[src/rtl/core/spbo_pkg.sv]
package spbo_pkg;

  localparam int MAX_CELLS  = 64;
  localparam int COORD_BITS = 32;

  localparam int CAP   = (MAX_CELLS > 64) ? 64 : MAX_CELLS;
  localparam int IDX_W = $clog2(CAP);
  localparam int CNT_W = $clog2(CAP + 1);
  localparam int TOL_W = 16;
  localparam int SUM_W = ((COORD_BITS > TOL_W) ? COORD_BITS : TOL_W) + 2;

  typedef logic signed [COORD_BITS-1:0] coord_t;
  typedef logic [TOL_W-1:0]             tol_t;
  typedef logic [CAP-1:0]               mask_t;
  typedef logic [IDX_W-1:0]             idx_t;
  typedef logic [CNT_W-1:0]             cnt_t;

  typedef struct packed {
    coord_t lx;
    coord_t ly;
    coord_t lz;
    coord_t hx;
    coord_t hy;
    coord_t hz;
  } box_t;

  // copy of a box that circulates around the ring during the compare
  typedef struct packed {
    box_t box;
    idx_t idx;
    logic vld;
  } travel_t;

  typedef struct packed {
    logic init;
    logic shift;
    logic cmp;
    logic pop;
    logic clear;
  } cell_cmd_t;

  // sign-extend a 32-bit corner, then wrap to COORD_BITS
  function automatic coord_t to_coord(logic signed [31:0] v);
    logic signed [63:0] w;
    w = 64'(v);
    return coord_t'(w[COORD_BITS-1:0]);
  endfunction

  // x <= y + t, exact
  function automatic logic le_slack(coord_t x, coord_t y, tol_t t);
    logic signed [SUM_W-1:0] lim;
    lim = SUM_W'(y) + $signed(SUM_W'({1'b0, t}));
    return SUM_W'(x) <= lim;
  endfunction

  function automatic logic boxes_overlap(box_t a, box_t b, tol_t t);
    logic ox;
    logic oy;
    logic oz;
    ox = (a.lx <= b.hx) && (b.lx <= a.hx);
    oy = le_slack(b.ly, a.hy, t) && le_slack(a.ly, b.hy, t);
    oz = le_slack(b.lz, a.hz, t) && le_slack(a.lz, b.hz, t);
    return ox && oy && oz;
  endfunction

endpackage

[src/rtl/core/spbo_cell.sv]
module spbo_cell (
  input  logic                clk_i,
  input  logic                rst_ni,
  input  spbo_pkg::cell_cmd_t cmd_i,
  input  logic                load_i,
  input  spbo_pkg::box_t      box_i,
  input  spbo_pkg::tol_t      tol_i,
  input  spbo_pkg::idx_t      idx_i,
  input  spbo_pkg::travel_t   travel_i,
  output spbo_pkg::travel_t   travel_o,
  input  spbo_pkg::mask_t     mask_i,
  output spbo_pkg::mask_t     mask_o
);
  import spbo_pkg::*;

  logic    valid_q;
  box_t    box_q;
  travel_t travel_q;
  mask_t   mask_q;
  mask_t   mask_d;
  logic    hit;

  always_ff @(posedge clk_i or negedge rst_ni) begin
    if (!rst_ni) begin
      valid_q <= 1'b0;
    end else if (cmd_i.clear) begin
      valid_q <= 1'b0;
    end else if (load_i) begin
      valid_q <= 1'b1;
    end
  end

  assign hit = cmd_i.cmp && valid_q && travel_q.vld && boxes_overlap(box_q, travel_q.box, tol_i);

  always_comb begin
    mask_d = mask_q;
    if (cmd_i.init) begin
      mask_d = '0;
    end else if (cmd_i.pop) begin
      mask_d = mask_i;
    end else if (hit) begin
      mask_d[travel_q.idx] = 1'b1;
    end
  end

  always_ff @(posedge clk_i) begin
    if (load_i) begin
      box_q <= box_i;
    end
    if (cmd_i.init) begin
      travel_q <= '{box: box_q, idx: idx_i, vld: valid_q};
    end else if (cmd_i.shift) begin
      travel_q <= travel_i;
    end
    mask_q <= mask_d;
  end

  assign travel_o = travel_q;
  assign mask_o   = mask_q;

endmodule

[config.mk]
export PLATFORM = sky130hd
export DESIGN_NAME = spbo_cell
export DESIGN_NICKNAME = d
export VERILOG_FILES = /design/src/rtl/core/spbo_pkg.sv /design/src/rtl/core/spbo_cell.sv
export SDC_FILE = /design/constraint.sdc
export NUM_CORES = 1
export LEC_CHECK = 0
export ABC_AREA = 1
export BUFFER_PORTS_ARGS = -buffer_cell sky130_fd_sc_hd__buf_2
export CAP_MARGIN = 20
export CORE_AREA = 2 2 287 289
export CTS_BUF_LIST = sky130_fd_sc_hd__clkbuf_4
export DETAILED_ROUTE_END_ITERATION = 16
export DIE_AREA = 0 0 289 291
export SLEW_MARGIN = 10
export SYNTH_ARGS = -nofsm -noshare
export SYNTH_HDL_FRONTEND = slang
export SYNTH_SLANG_ARGS = --single-unit
[constraint.sdc]
create_clock -name clk_i -period 4.1 [get_ports clk_i]
set_input_delay 1.23 -clock clk_i [delete_from_list [all_inputs] [get_ports clk_i]]
set_output_delay 1.23 -clock clk_i [all_outputs]
set_load 0.01 [all_outputs]
Yosys cells after proc, flatten, opt, wreduce, memory -nomap -nowiden
Index checks and enable logic that the tools add are counted.
{"block": "word_totals", "n_memories": 0, "mem_bits_rw": 0, "latch_bits": 0, "rom_bits": 0, "output_inout_bits": 263, "word_cells": 49, "in_bits": 485, "register_bits": 456}
{"block": "classes", "magnitude_cmp": 8, "div": 0, "n_bitwise": 1, "reduce_logical": 12, "shifts": 0, "eq_ne": 0, "multipliers": 0, "add_sub_neg": 4, "n_mux": 8}
{"cell": "199-bit 2-to-1 mux", "count": 2}
{"cell": "32-bit by 17-bit adder with 33-bit output", "count": 4}
{"cell": "32-bit by 33-bit less-or-equal comparator with 1-bit output", "count": 4}
{"cell": "64-bit 2-to-1 mux", "count": 2}
{"cell": "32-bit less-or-equal comparator", "count": 2}
{"cell": "64-bit OR", "count": 1}
{"cell": "1-bit logical AND", "count": 9}
{"cell": "6-bit by 7-bit less-than comparator with 1-bit output (second input constant)", "count": 1}
{"cell": "1-bit demux with 6-bit select", "count": 1}
{"cell": "6-bit by 1-bit >= comparator with 1-bit output (second input constant)", "count": 1}
{"cell": "2-bit nonzero test", "count": 3}
{"cell": "1-bit 2-to-1 mux", "count": 3}

Logic depth before layout (Yosys ltp)
Gate-level depths: netlist of the first run.
{"block": "logic_depth", "depth_word": 8, "mapped_depth": 36, "ltp_nobuf": 34}

Least setup slack after synthesis of the first run
No wires, ideal clock.
{"block": "synth_timing", "path_kind": "in2reg", "start": "in tol_i[0]", "end": "reg mask_q[43], in the netlist mask_o[43]", "required_ns": 3.986, "path_buffers": 2, "path_slack_ns": -0.874, "setup_ns": 0.114, "t_arrival_ns": 4.860, "stages": 31, "path_cell_list": "ha_1 > inv_1 > fa_1 > inv_1 > nand3_1 > nand2_1 > a21oi_1 > o21ai_0 > a21boi_1 > o21ai_0 > nand2_1 > nand2_2 > nand3_1 > xor2_1 > ha_1 > nand2_1 > inv_1 > nand2_1 > or2_1 > nor2_2 > nand3b_1 > nand3_1 > nand2_1 > nand2_1 > nand2_1 > nor2_1 > nand2_1 > buf_2 > buf_6 > a21oi_1 > nor2_1"}
{"block": "synth_via", "elab_chain_cells": 7, "word_cells_on_any_way": 14, "cone_classes": "add/sub: 4; order compare: 4; reduce/logical: 6"}
{"item": "start, declared", "line_no": "spbo_cell.sv:7", "source": "input spbo_pkg::tol_t tol_i,"}
{"item": "32-bit by 17-bit adder with 33-bit output", "line_no": "spbo_pkg.sv:52", "source": "lim = SUM_W'(y) + $signed(SUM_W'({1'b0, t}));"}
{"item": "32-bit by 33-bit less-or-equal comparator with 1-bit output", "line_no": "spbo_pkg.sv:53", "source": "return SUM_W'(x) <= lim;"}
{"item": "1-bit logical AND", "line_no": "spbo_pkg.sv:61", "source": "oy = le_slack(b.ly, a.hy, t) && le_slack(a.ly, b.hy, t);"}
{"item": "1-bit logical AND", "line_no": "spbo_pkg.sv:63", "source": "return ox && oy && oz;"}
{"item": "1-bit logical AND (*)", "line_no": "spbo_pkg.sv:63"}
{"item": "1-bit logical AND (*)", "line_no": "spbo_cell.sv:33", "source": "assign hit = cmd_i.cmp && valid_q && travel_q.vld && boxes_overlap(box_q, travel_q.box, tol_i);"}
{"item": "2-bit nonzero test (no source line) (*)"}
{"item": "end signal, assigned", "line_no": "spbo_cell.sv:55", "source": "mask_q <= mask_d;"}
{"item": "end, declared", "line_no": "spbo_cell.sv:19", "source": "mask_t mask_q;"}
Every way passes the cells marked *; elsewhere a longest branch is shown, timed or not.
A chain may end at the register's enable or synchronous reset.

Worst setup path after layout of the first run
{"block": "layout_timing", "start": "in tol_i[0]", "end": "reg mask_q[53], in the netlist mask_o[53]"}
Same word-level chain as after synthesis.

==> run metrics, run 1 <==
status=finished with violations; failing checks=negative setup slack; post-route cell area=38100 um2; synth warn=0; DP HPWL=87600 um; final worst-path cycle share=113%; CP Data Arrival Time=5520 ps; EDFF count, synth=391; proportion of layout cells with a drive suffix above 1=34.4%; vias in the first global route=26284; Synth area leaders=edfxtp_1 (43%), nand2_1 (14%), ha_1 (12%), dfxtp_1 (4.7%), a21oi_1 (4.5%); GR Overflow Total=0; Worst-path clk slew=60 ps; Ports=748; peak per-stage delay on the critical path=400 ps; Final min period=4620 ps; Place WS=-1860 ps; commonest non-fill, non-tap cell in the layout=nand2_1; wire length per cell=19.9 um; clk sink count=456; post-synthesis register bit count=456; RSZ-0062 raised after global routing=true; Routability Congestion=0.943; drt first pass iters=5; PortBufs=747; nets=5140; initial drt markers=1540; Lkg Pwr=18.6 nW; Distinct cells, synth=47; Startpoint Class=input port; initial antenna violation count=26; Hold Fails Final Rpt=0; worst setup path startpoint=tol_i[0]; area of the core=81200 um2; Total Neg Setup Slack=-28170 ps; Inserted Clock Buffers=134; DRT antenna net count=0; Peak VDD IR=0.272 mV; Max clock buf depth=3; Final WS setup=-519 ps; Vias/cell=4.82; top cell type by total area after synthesis=edfxtp_1; largest net degree at the start of global routing=129; Critical path buffers and inverters=9; CP max stage cell=fa_2; syn nets=3923; DIE WIDTH=289 um; row cnt=105; Max FO, Critical Path=7; full die area=84100 um2; CP endpoint kind=flop; Skew-Pair Late Insertion Delay=1030 ps; CP top delay family=simple AND/OR/NAND/NOR gates; required time worst endpoint=5010 ps; vias=26802; setup violators final=64; Setup Skew=68.4 ps; CTS tree=yes; Slew Limit Headroom=33.1%; worst r2r src=travel_o[39]; total wire length=111000 um; Max Transition Viols Final=0; maxcap violations=0; FMAX=217 MHz; sequential fraction of the synthesis area=47.7%; Tot Pwr=14.5 mW; P&R area growth vs syn=39.2%; Die Ht=291 um; Hold Path Class=in -> reg; Synth Cell Area=27300 um2; ys flop type=edfxtp_1; critical path class=in -> reg; Least-Margin Pin Slew=995 ps; Mean Syn Cell Area=8.61 um2; Power Density=382 nW/um2; Post-DP Area=35000 um2; effective utilization at floorplan=33.7%; CTS Root Cell=clkbuf_4; beginning of the worst hold path=cmd_i[0]; Synth top area share=43.0%; # H-tree levels=4; async set-or-reset flop fraction in the synthesized netlist=0.219%; Total GRT Usage=25.6%; most frequent cells in the layout=nand2_1 (996), buf_2 (746), edfxtp_1 (391); first-pass GRT wire length=159000 um; Mapped Cells=3174; DRC violations left=0
-- worst register-to-register path: cells and delay by family, from the launching register on --
| family | cells | cell delay, ps |
|---|---|---|
| AO/OA/AOI/OAI | 7 | 1060 |
| AND/OR/NAND/NOR | 7 | 1030 |
| adder cells (fa/ha/maj) | 3 | 910 |
| buffers and inverters | 7 | 870 |
| flip-flops | 1 | 420 |
| XOR/XNOR | 1 | 120 |
-- registers in the layout, indices dropped and copies added, names as in the netlist --
signal,flops
box_q,192
travel_o,199
mask_o,64
valid_q,1
-- through the flow --
| step | cells | utilization [%] | hold slack, ps |
|---|---|---|---|
| after floorplan | 3174 | - | 464 |
| after global placement | 5282 | 43.2 | 488 |
| after detailed placement | 5282 | 43.2 | 491 |
| after CTS | 5543 | 46.3 | 215 |
| after global routing | 5560 | 46.9 | 283 |
| final | 5565 | 46.9 | 370 |
-- path summary, 6_finish.rpt --
check | cells after the start | end | slack [ps]
min | 2 | valid_q | 370
max in group asynchronous | 2 | valid_q | 3460
max reg2reg | 25 | mask_o[53] | -430
min reg2reg | 2 | valid_q | 500
min in group asynchronous | 2 | valid_q | 550
max | 33 | mask_o[53] | -520
-- synth_stat cells (all sizes together) (9+ instances only) --
library cell,number
a21oi,248
xnor2,40
nand2,1048
inv,265
dfxtp,64
nor4,12
edfxtp,391
ha,260
nand3,54
a21boi,9
xor2,75
clkbuf,66
nor3,48
buf,20
o21a,39
o21bai,9
nor2,302
nand4,36
o21ai,150
-- power breakdown --
group          switching [mW]  internal [mW]  total [mW]
Sequential              0.388           5.52        5.90
Combinational            2.30           1.84        4.14
Clock                    2.13           2.37        4.50
Total                    4.81           9.73        14.5
-- repair_timing --
action,in CTS,in global routing
hold endpoints to repair,1,0
resized for setup,130,84
hold buffers,1,0
setup buffers,28,10
endpoints found under the setup margin,64,64
cloned,5,1
pin swaps,77,69
-- logic make-up after synthesis --
kind of cell	after synthesis	share of synthesized area [%]
simple gates	1510	21.8
compound gates	477	9.46
flops	456	47.7
buf+inv	352	5.11
fa+ha+maj	264	12.2
xor+xnor	115	3.68
-- cell type report --
cell class	instances	area, um2
clock buffers	189	1420
repair buffers	1166	7210
flip-flops and latches	456	13000
fillers	8017	43100
clock inverters	39	277
diodes	12	30.0
inverters	266	1010
multi-input cells	2367	13700
well taps	1070	1340
-- per-layer routing --
| layer | track usage [%] | share of wire, % | vias to the layer above |
|---|---|---|---|
| met2 | 43.6 | 49 | 977 |
| met5 | 0 | 0.11 | - |
| li1 | - | - | 13186 |
| met4 | 9.18 | 2.8 | 18 |
| met3 | 6.14 | 7.0 | 178 |
| met1 | 31.3 | 41 | 12443 |
Power figures use the tool's default switching activity.
==> run 2: changes to the inputs <==
Settings changed: MAX_ROUTING_LAYER set to met4.
==> run 2 against run 1 <==
  * The run still ends with negative setup slack left
  * Clock-buffer cell count down 4
  * Clock skew up 4.1 ps
  * Critical endpoint is now mask_o[36]
  * Routed wire length up 0.53%
  * Flip-flop and latch count unchanged
  * First-iteration DRC count up 8.4%
  * Combinational power about the same
  * Register-to-register slack better by 80 ps
  * Global-route usage up 0.79 points
  * Cell count about the same
  * Cell area about the same
  * Critical path depth down 5
==> run metrics, run 2 (synthesis results as in run 1) <==
final worst-path cycle share=109%; Setup Skew=72.5 ps; DRT antenna net count=0; PortBufs=747; required time worst endpoint=4980 ps; vias=26975; Hold Path Class=in -> reg; max reg flops=199; Tot Pwr=14.6 mW; cell mode on critical path=o21ai_2; peak per-stage delay on the critical path=380 ps; Vias/cell=4.85; P&R area growth vs syn=39.2%; GR Overflow Total=0; Power Density=383 nW/um2; CP max stage cell=edfxtp_1; FMAX=225 MHz; nets=5137; clk sink count=456; initial drt markers=1669; vias in the first global route=26073; Hold Fails Final Rpt=0; full die area=84100 um2; Final WS setup=-351 ps; worst setup path startpoint=travel_o[39]; first-pass GRT wire length=160000 um; status=finished with violations; worst r2r src=travel_o[39]; initial antenna violation count=21; post-route cell area=38100 um2; fill count=8053; setup violators final=64; most frequent cells in the layout=nand2_1 (994), buf_2 (745), buf_4 (393); Lkg Pwr=18.6 nW; total wire length=111000 um; CTS tree=yes; DP HPWL=87700 um; Skew-Pair Late Insertion Delay=1000 ps; Die Ht=291 um; wire length per cell=20.0 um; Peak VDD IR=0.274 mV; Least-Margin Pin Slew=1060 ps; Total Neg Setup Slack=-17690 ps; Inserted Clock Buffers=132; CP endpoint kind=flop; commonest non-fill, non-tap cell in the layout=nand2_1; Worst-path clk slew=70 ps; largest net degree at the start of global routing=117; DIE WIDTH=289 um; proportion of layout cells with a drive suffix above 1=34.6%; critical path class=reg -> reg; Post-DP Area=35000 um2; Routability Congestion=0.929; drt first pass iters=5; Final min period=4450 ps; CTS Root Cell=clkbuf_4; effective utilization at floorplan=33.7%; Max clock buf depth=3; row cnt=105; RSZ-0062 raised after global routing=true; Slew Limit Headroom=28.5%; maxcap violations=0; Total GRT Usage=26.4%; Ports=748; CP Data Arrival Time=5330 ps; area of the core=81200 um2; beginning of the worst hold path=cmd_i[0]; Max FO, Critical Path=5; failing checks=negative setup slack; DRC violations left=0; # H-tree levels=4; Max Transition Viols Final=0; Startpoint Class=flop
## run 2: power breakdown
group          internal, mW  leakage [nW]  switching, mW
Sequential             5.52          4.49          0.388
Combinational          1.83          13.1           2.30
Clock                  2.31          1.01           2.21
## run 2: path summary, 6_finish.rpt
kind / slack (ps) / cells past startpoint / to
worst max-delay path: -350 / 28 / mask_o[36]
worst min-delay path: 380 / 2 / valid_q
worst max register to register: -350 / 28 / mask_o[36]
worst min register to register: 510 / 2 / valid_q
max in group asynchronous: 3490 / 2 / valid_q
min in group asynchronous: 520 / 2 / valid_q
## run 2: metal layers
layer	up-vias	global-route usage [%]	share of wire, %
met5	-	-	0
met4	0	8.61	3.2
met3	192	5.49	7.0
met2	990	43.6	49
met1	12594	32.0	41
li1	13199	-	-
## run 2: stage by stage
| stage | utilization, % | hold WS (ps) | instances | worst slack (ps) |
|---|---|---|---|---|
| 2_1_floorplan | - | 464 | 3174 | -610 |
| 3_3_place_gp | 43.1 | 489 | 5273 | -1730 |
| 3_5_place_dp | 43.1 | 494 | 5273 | -1730 |
| 4_1_cts | 45.9 | 292 | 5520 | -301 |
| 5_1_grt | 46.9 | 279 | 5566 | -616 |
| 6_report | 46.9 | 376 | 5567 | -351 |
## run 2: what timing repair did
item / 4_1_cts / 5_1_grt
setup buffers: 18 / 23
gates cloned: 3 / 6
hold buffers: 1 / 0
setup endpoints to repair: 64 / 64
gates resized for setup: 82 / 127
pin swaps: 37 / 43
hold endpoints to repair: 1 / 0
## run 2: final cells by class
cell class                      instances  area (um2)  share of cell area [%]
Sequential cell                       456       13000                    34.3
Clock inverter                         40         318                   0.835
Tap cell                             1070        1340                    3.52
Clock buffer                          185        1390                    3.65
Inverter                              266        1010                    2.65
Timing Repair Buffer                 1165        7190                    18.9
Antenna cell                           18        45.0                   0.118
Multi-Input combinational cell       2367       13700                    36.1
## run 2: critical path, delay by kind of cell (launching register included)
| family | cells | cell delay, ps |
|---|---|---|
| flip-flops | 1 | 380 |
| adder cells (fa/ha/maj) | 3 | 910 |
| AO/OA/AOI/OAI | 8 | 1140 |
| buffers and inverters | 4 | 620 |
| XOR/XNOR | 1 | 140 |
| AND/OR/NAND/NOR | 12 | 1100 |
